### config.mk
export PLATFORM = sky130hd
export DESIGN_NAME = i2a_dd_stage
export DESIGN_NICKNAME = d
export VERILOG_FILES = /design/src/hdl/i2a_pkg.sv /design/src/hdl/i2a_dd_stage.sv
export SDC_FILE = /design/constraint.sdc
export NUM_CORES = 1
export LEC_CHECK = 0
export BUFFER_PORTS_ARGS = -buffer_cell sky130_fd_sc_hd__buf_2
export CAP_MARGIN = 30
export CORE_MARGIN = 8
export CORE_UTILIZATION = 52
export DETAILED_ROUTE_END_ITERATION = 8
export PLACE_DENSITY = 0.7
export SYNTH_ARGS = -nofsm -noshare
export SYNTH_HDL_FRONTEND = slang
export SYNTH_SLANG_ARGS = --single-unit
### constraint.sdc
create_clock -name clk -period 0.9 [get_ports clk]
set_input_delay 0.045 -clock clk [delete_from_list [all_inputs] [get_ports clk]]
set_output_delay 0.045 -clock clk [all_outputs]
set_load 0.05 [all_outputs]
### src/hdl/i2a_pkg.sv
// ----------------------------------------------------------------------------
// i2a_pkg: shared types and constants for integer_to_ascii_digits
// Format codes, BCD digit vector type and character helpers.
// ----------------------------------------------------------------------------
package i2a_pkg;

	localparam int unsigned ValueW   = 64;
	localparam int unsigned NDigits  = 20;
	localparam int unsigned BcdW     = 4 * NDigits;
	localparam int unsigned CntW     = 5;
	// Double-dabble split: DdStages stages of DdSteps steps cover all ValueW bits.
	localparam int unsigned DdSteps  = 8;
	localparam int unsigned DdStages = ValueW / DdSteps;

	typedef enum logic [1:0] {
		OP_UDEC = 2'd0,
		OP_HEXL = 2'd1,
		OP_HEXU = 2'd2,
		OP_SDEC = 2'd3
	} op_t;

	localparam logic [7:0] CharMinus = 8'h2d;

	typedef logic [BcdW-1:0] bcd_t;

	// Map one nibble to its ASCII character.
	function automatic logic [7:0] nib_char(input logic [3:0] d, input logic upper);
		logic [7:0] c;
		if (d < 4'd10) begin
			c = 8'h30 + {4'd0, d};
		end else if (upper) begin
			c = 8'h37 + {4'd0, d};
		end else begin
			c = 8'h57 + {4'd0, d};
		end
		return c;
	endfunction

	// Add-3 correction of every BCD digit, then shift in one bit.
	function automatic bcd_t dd_step(input bcd_t b, input logic bit_in);
		bcd_t a;
		a = b;
		for (int k = 0; k < NDigits; k++) begin
			if (a[4*k +: 4] >= 4'd5) begin
				a[4*k +: 4] = a[4*k +: 4] + 4'd3;
			end
		end
		return {a[BcdW-2:0], bit_in};
	endfunction

endpackage

### src/hdl/i2a_dd_stage.sv
// ----------------------------------------------------------------------------
// i2a_dd_stage: one register stage of the double-dabble converter
// Applies a fixed number of shift-add steps and registers the result.
// ----------------------------------------------------------------------------
module i2a_dd_stage #(
	parameter int unsigned Steps = 8
) (
	input  logic                         clk,
	input  logic                         arst_n,
	input  logic                         advance,
	input  logic                         in_valid,
	input  i2a_pkg::bcd_t                in_bcd,
	input  logic [i2a_pkg::ValueW-1:0]   in_bin,
	input  logic [1:0]                   in_op,
	input  logic                         in_neg,
	output logic                         out_valid,
	output i2a_pkg::bcd_t                out_bcd,
	output logic [i2a_pkg::ValueW-1:0]   out_bin,
	output logic [1:0]                   out_op,
	output logic                         out_neg
);

	i2a_pkg::bcd_t                bcd_n;
	logic [i2a_pkg::ValueW-1:0]   bin_n;

	always_comb begin
		bcd_n = in_bcd;
		bin_n = in_bin;
		for (int s = 0; s < Steps; s++) begin
			bcd_n = i2a_pkg::dd_step(bcd_n, bin_n[i2a_pkg::ValueW-1]);
			bin_n = {bin_n[i2a_pkg::ValueW-2:0], 1'b0};
		end
	end

	always_ff @(posedge clk or negedge arst_n) begin
		if (!arst_n) begin
			out_valid <= 1'b0;
		end else if (advance) begin
			out_valid <= in_valid;
		end
	end

	always_ff @(posedge clk) begin
		if (advance) begin
			out_bcd <= bcd_n;
			out_bin <= bin_n;
			out_op  <= in_op;
			out_neg <= in_neg;
		end
	end

endmodule

==> impl_metrics.yaml, run 1 <==
outcome:
  outcome: "stopped before the end"
  stop_stage: "global routing"
  error_line: "[ERROR DPL-0038] Utilization greater than 100%, impossible to legalize"
synth:
  postSynthAreaPerCell_um2: 7.52
  synthFlopType: "edfxtp_1"
  synthArstFlopShare_pct: 0.714
  synth-seq-area-share_pct: 16.4
  synth-edff-count: 139
  syn_area_um2: 25700
  synthesis.yosys.warnings: 0
  yosys.cell_types.count: 128
  ys_ff_latch: 140
  synth_cells: 3412
global_routing:
  grt_max_degree: 35
placement:
  dpl.hpwl_um: 76900
  port_buffers: 290
  routabilityCongestion: 0.974
  dp_cells: 5558
  place_ws_ns: -5.01
cts:
  clk_path_buf_depth: 2
  htree_levels: 4
  cts-buffers-inserted: 17
  cts-root-buf: "clkbuf_16"
  cts_sinks: 140
timing:
  grt-worst-endpoint: "out_bcd[49]$_DFFE_PP_/D"
  worst_endpoint_kind: "register input"
floorplanning:
  io_pins: 299
  rows: 81
  fp.dieH_um: 238
  initial_core_util_pct: 52.6
  die_x_um: 238
cells by family after synthesis:
| kind of cell | Yosys count | synth area share [%] |
|---|---|---|
| buffers and inverters | 316 | 5.15 |
| DFF | 140 | 16.4 |
| xor gates and xnor gates | 113 | 4.51 |
| adders and majority gates | 141 | 6.67 |
| AOI/OAI and AO/OA | 1335 | 37.3 |
| muxes | 167 | 6.96 |
| and+or+nand+nor | 1199 | 23.1 |
| other | 1 | 0.0146 |
Yosys cell counts, drive strengths merged (51+ instances only):
cell type	number	area (um2)
inv	184	693
clkbuf	80	300
xnor2	81	841
nor3	129	672
nand2	309	1160
o211ai	68	543
buf	51	325
nor2	273	1040
a211oi	71	581
nand2b	63	394
nand3	110	551
mux2	65	732
ha	120	1500
mux2i	102	1060
and2	65	414
edfxtp	139	4170
a31oi	70	444
o21ai	272	1390
a21oi	270	1430
metrics by stage:
step           utilization [%]  instance area (um2)  TNS, ns
3_5_place_dp              82.3                40200  -370.11
4_1_cts                   92.8                45300  -344.03
3_3_place_gp              82.3                40200  -350.10
2_1_floorplan                -                28800  -343.63
what timing repair did:
action                                  4_1_cts
endpoints found under the hold margin        67
gates resized for setup                     592
gates cloned                                  1
setup buffers                               201
hold buffers                                 66
pin swaps                                   358
endpoints found under the setup margin      219
==> run 2: changes to the inputs <==
- CORE_UTILIZATION: 52 -> 37
- PLACE_DENSITY: 0.7 -> not set
- PLACE_DENSITY_LB_ADDON: not set -> 0.15
==> impl_metrics.yaml, run 2 <==
floorplanning:
  initial_core_util_pct: 37.4
  io_pins: 299
  die_x_um: 279
  core-area_um2: 68700
  fp.dieH_um: 279
  die_area_um2: 78100
  rows: 96
run:
  cap_violations: 0
synth:
  netlist_top_cells_area: "edfxtp_1 16%, ha_1 5.8%, a21oi_1 4.9%, nand2_1 4.5%, o21ai_0 4.3%"
  synthesis.yosys.warnings: 0
  synth-edff-count: 139
  ys_ff_latch: 140
  synthFlopType: "edfxtp_1"
  synth_top_area_cell: "edfxtp_1"
  synthArstFlopShare_pct: 0.714
  synth_cells: 3412
  syn_area_um2: 25700
  netlist_top_cells_count: "308 x nand2_1, 270 x nor2_1, 252 x a21oi_1"
  synth-seq-area-share_pct: 16.4
  synth_top_area_share_pct: 16.3
  postSynthAreaPerCell_um2: 7.52
  yosysMostFrequentCell: "nand2_1"
  yosys.cell_types.count: 128
global_routing:
  grt_max_degree: 35
  overflow: 0
  grt_util_all_layers_pct: 23.1
  grt_pass1_vias: 33600
  antenna_found_initial: 2
  grt_pass1_wl_um: 157000
setup_path:
  crit_slowest_cell: "a211oi_1"
  cp-start-kind: "input pin"
  startpoint: "in_bcd[53]"
  worst_ep_arrival_time_ns: 5.30
  worstSetupEndpointType: "register"
  crit_path_frequent_cell: "buf_4"
  cpPeakStageDelay_ns: 0.35
  r2r-start: "out_valid"
  cp_data_required_time_ns: 1.14
  reg2reg_depth: 2
  endpoint: "out_bcd[59]"
  path_class: "in2reg"
  cp_max_fo: 4
  r2r_setup_slack_ns: -0.03
  regToRegEndpoint: "out_valid"
placement:
  routabilityCongestion: 0.886
  dpl.hpwl_um: 68600
  port_buffers: 290
cts:
  clk_pin_slew_ns: 0.08
  cts-root-buf: "clkbuf_16"
  cts_sinks: 140
  cts-buffers-inserted: 17
  clk_path_buf_depth: 2
  htree_levels: 4
  cts_tree: "done"
  clk_latency_ns: 0.46
detailed_routing:
  met2_length_um: 52300
  route.detailed.drc: 0
  via_per_inst: 5.43
  wl_per_cell_um: 15.8
  top_layer: "met5"
  dr_total_vias: 34200
  dr_wl_met3_um: 3270
  wl_met1_um: 41000
  routed_wirelength_um: 99200
  drtIter0Drc: 1604
  ant_nets: 0
  dr.pass1.iters: 5
timing:
  setup_slack_ns: -4.16
  hold_viol: 0
  min_period_over_period_pct: 562
  worst_slew_pin_slew_ns: 0.924
  fin_crit_ns: 5.06
  fmax_mhz: 198
  rsz0062_at_grt: "yes"
  setup_tns_ns: -336.18
  finClkSkew_ns: 0
  relSlewSlack_pct: 36.8
  finalSetupViolations: 220
  drv_slew: 0
finish:
  layout.nets: 5620
  largest_reg_flops: 80
  reg.largest.list: "out_bcd x80, out_bin x56, out_op x2"
  area.growth.synth_to_final_pct: 92.2
  layout_common_cells: "1595 x buf_4, 272 x nand2_1, 232 x buf_6, 225 x nor2_1, 150 x a21oi_1"
  largest-register: "out_bcd"
  final_util_pct: 71.8
  layout.cells.most_common: "buf_4"
  layout-drive-gt1-share_pct: 58.2
outcome:
  violations: "negative setup slack"
  outcome: "finished, violations left"
min_path:
  min_path_type: "in2reg"
  holdPathStages: 2
-- run 2: cell counts after synthesis --
No cell type changed its count.
-- run 2: logic make-up (layout without fill, tap and decap cells) --
logic type,count (synthesis),in the layout,synth area share (%)
other,1,9,0.0146
adders and majority gates,141,141,6.67
muxes,167,167,6.96
and+or+nand+nor,1199,1199,23.1
DFF,140,140,16.4
AOI/OAI and AO/OA,1335,1335,37.3
xor gates and xnor gates,113,113,4.51
buffers and inverters,316,2259,5.15
-- run 2: routing by layer --
metal | track usage (%) | vias up
li1 | - | 17000
met1 | 27.2 | 16300
met2 | 43.4 | 690
met3 | 2.99 | 174
met4 | 6.49 | 2
met5 | 0 | -
-- run 2: worst max-delay path: cells and delay by family --
family / cells / cell delay (ns)
xor+xnor: 1 / 0.14
fa+ha+maj: 4 / 0.83
compound gates: 8 / 1.71
simple gates: 5 / 0.64
buf+inv: 11 / 1.06
mux: 3 / 0.85
-- run 2: metrics by stage --
step / hold WS, ns / cells / worst slack (ns) / area, um2
after CTS: 0.0242 / 6204 / -4.08 / 47100
after floorplan: -0.251 / 3419 / -5.00 / 28800
after global routing: 0.0369 / 6294 / -4.45 / 49300
after global placement: -0.169 / 5899 / -4.72 / 41100
final: 0.0653 / 6294 / -4.16 / 49300
after detailed placement: -0.169 / 5899 / -4.84 / 41100
-- run 2: cell type report --
cell class / instances / area, um2
Clock inverter: 15 / 175
Multi-Input combinational cell: 2963 / 26000
Timing Repair Buffer: 2042 / 16400
Fill cell: 5176 / 19400
Sequential cell: 140 / 4200
Antenna cell: 1 / 2.50
Inverter: 185 / 932
Clock buffer: 17 / 425
Tap cell: 931 / 1160
-- run 2: worst min path at each step --
stage	slack, ns	startpoint	endpoint
2_1_floorplan	-0.25	arst_n	out_valid
3_3_place_gp	-0.17	arst_n	out_valid
3_5_place_dp	-0.17	arst_n	out_valid
4_1_cts	0.02	advance	out_bin[36]
5_1_grt	0.04	advance	out_bin[36]
6_report	0.07	advance	out_bin[43]
-- run 2: timing repair --
| action | 4_1_cts | 5_1_grt |
|---|---|---|
| endpoints found under the setup margin | 219 | 219 |
| cloned | 1 | 0 |
| hold buffers | 64 | 0 |
| gates resized for setup | 811 | 342 |
| buffers inserted | 214 | 99 |
| pin swaps | 327 | 299 |
| endpoints found under the hold margin | 63 | 0 |
Power of run 2 is left out: the tool's default activity adds up to more than one toggle a clock period on the data nets, which glitch-free logic cannot reach.
==> run 3: changes to the inputs <==
- CORE_ASPECT_RATIO: not set -> 0.6
==> impl_metrics.yaml, run 3 (synthesis results as in run 2) <==
finish:
  layout.nets: 5604
  antennaDiodeCount: 0
  layout-drive-gt1-share_pct: 57.5
  reg.largest.list: "out_bcd x80, out_bin x56, out_op x2"
  final_cells: 6258
  largest-register: "out_bcd"
  layout.cells.most_common: "buf_4"
  layout_common_cells: "1581 x buf_4, 273 x nand2_1, 236 x nor2_1, 233 x buf_6, 153 x a21oi_1"
  fin_area_um2: 48600
  largest_reg_flops: 80
  area.growth.synth_to_final_pct: 89.5
placement:
  port_buffers: 290
  routabilityCongestion: 0.899
  dpl_cell_area_um2: 41000
  dpl.hpwl_um: 70900
  dp_cells: 5869
timing:
  rsz0062_at_grt: "yes"
  fmax_mhz: 193
  drv_slew: 0
  fin_crit_ns: 5.19
  finalSetupViolations: 219
  finClkSkew_ns: 0
  hold_viol: 0
  setup_tns_ns: -339.72
  min_period_over_period_pct: 577
  setup_slack_ns: -4.29
  relSlewSlack_pct: 37.0
  worst_slew_pin_slew_ns: 0.921
cts:
  htree_levels: 4
  clk_pin_slew_ns: 0.07
  cts-buffers-inserted: 17
  cts_tree: "done"
  clk_latency_ns: 0.47
  cts-root-buf: "clkbuf_16"
  cts_sinks: 140
  clk_path_buf_depth: 2
setup_path:
  cp_max_fo: 3
  cp-start-kind: "input pin"
  worst_ep_arrival_time_ns: 5.42
  worstSetupEndpointType: "register"
  path_class: "in2reg"
  cp_data_required_time_ns: 1.13
  reg2reg_depth: 1
  cpPeakStageDelay_ns: 0.31
  crit_path_frequent_cell: "ha_4"
  crit_slowest_cell: "a311o_1"
floorplanning:
  fp.dieH_um: 220
  io_pins: 299
  initial_core_util_pct: 37.6
  core-area_um2: 68300
  rows: 74
  die_area_um2: 78300
  die_x_um: 356
outcome:
  outcome: "finished, violations left"
  violations: "negative setup slack"
detailed_routing:
  dr_total_vias: 34200
  drtIter0Drc: 2230
  dr.pass1.iters: 6
  via_per_inst: 5.46
  ant_nets: 0
  routed_wirelength_um: 99400
  wl_per_cell_um: 15.9
  route.detailed.drc: 0
global_routing:
  overflow: 0
  grt_pass1_vias: 32100
  grt_max_degree: 39
  antenna_found_initial: 1
  grt_pass1_wl_um: 156000
  grt_util_all_layers_pct: 23.0
min_path:
  holdPathStages: 2
  min_path_type: "in2reg"
run:
  cap_violations: 0
[run 3: cell type report]
type,count,area [um2]
clock buffers,20,437
clock inverters,12,110
fillers,5042,19700
inverters,185,897
multi-input cells,2963,25700
flip-flops and latches,140,4200
well taps,912,1140
repair buffers,2026,16200
[run 3: final timing paths]
check / end / startpoint / slack [ns]
worst max-delay path: out_bcd[65] / in_bcd[61] / -4.29
worst min-delay path: out_bcd[59] / advance / 0.08
worst max register to register: out_valid / out_valid / 0.11
worst min register to register: out_valid / out_valid / 0.55
max in group asynchronous: out_valid / arst_n / 0.36
min in group asynchronous: out_valid / arst_n / 0.43
[run 3: layer usage]
metal  wire length, um  GRT usage, %  part of all wire, %  vias to the layer above
li1                  -             -                    -                    17000
met1             46100          32.3                   46                    16100
met2             46700          37.5                   47                      880
met3              5010          3.56                  5.0                      107
met4              1590          4.54                  1.6                        2
met5                12             0                0.012                        -
[run 3: metrics by stage]
step | hold WS [ns] | worst slack (ns) | util (%)
CTS | 0.0276 | -4.16 | 67.7
finish | 0.0825 | -4.29 | 71.2
global route | 0.0460 | -4.51 | 71.2
floorplan | -0.251 | -5.00 | -
global placement | -0.180 | -4.81 | 60.0
detailed placement | -0.178 | -4.89 | 60.0
[run 3: what timing repair did]
item                                    in CTS  in global routing
setup buffers                              201                106
cloned                                       2                  0
pin swaps                                  262                301
hold buffers                                66                  0
endpoints found under the setup margin     219                219
hold endpoints to repair                    69                  0
gates resized for setup                    692                360
[run 3: critical path: cells and delay by family]
kind | cells | cell delay, ns
compound gates | 13 | 2.08
fa+ha+maj | 6 | 1.08
mux | 4 | 0.79
buf+inv | 7 | 0.63
simple gates | 4 | 0.63
xor+xnor | 1 | 0.16
Power of run 3 is left out for the same reason.
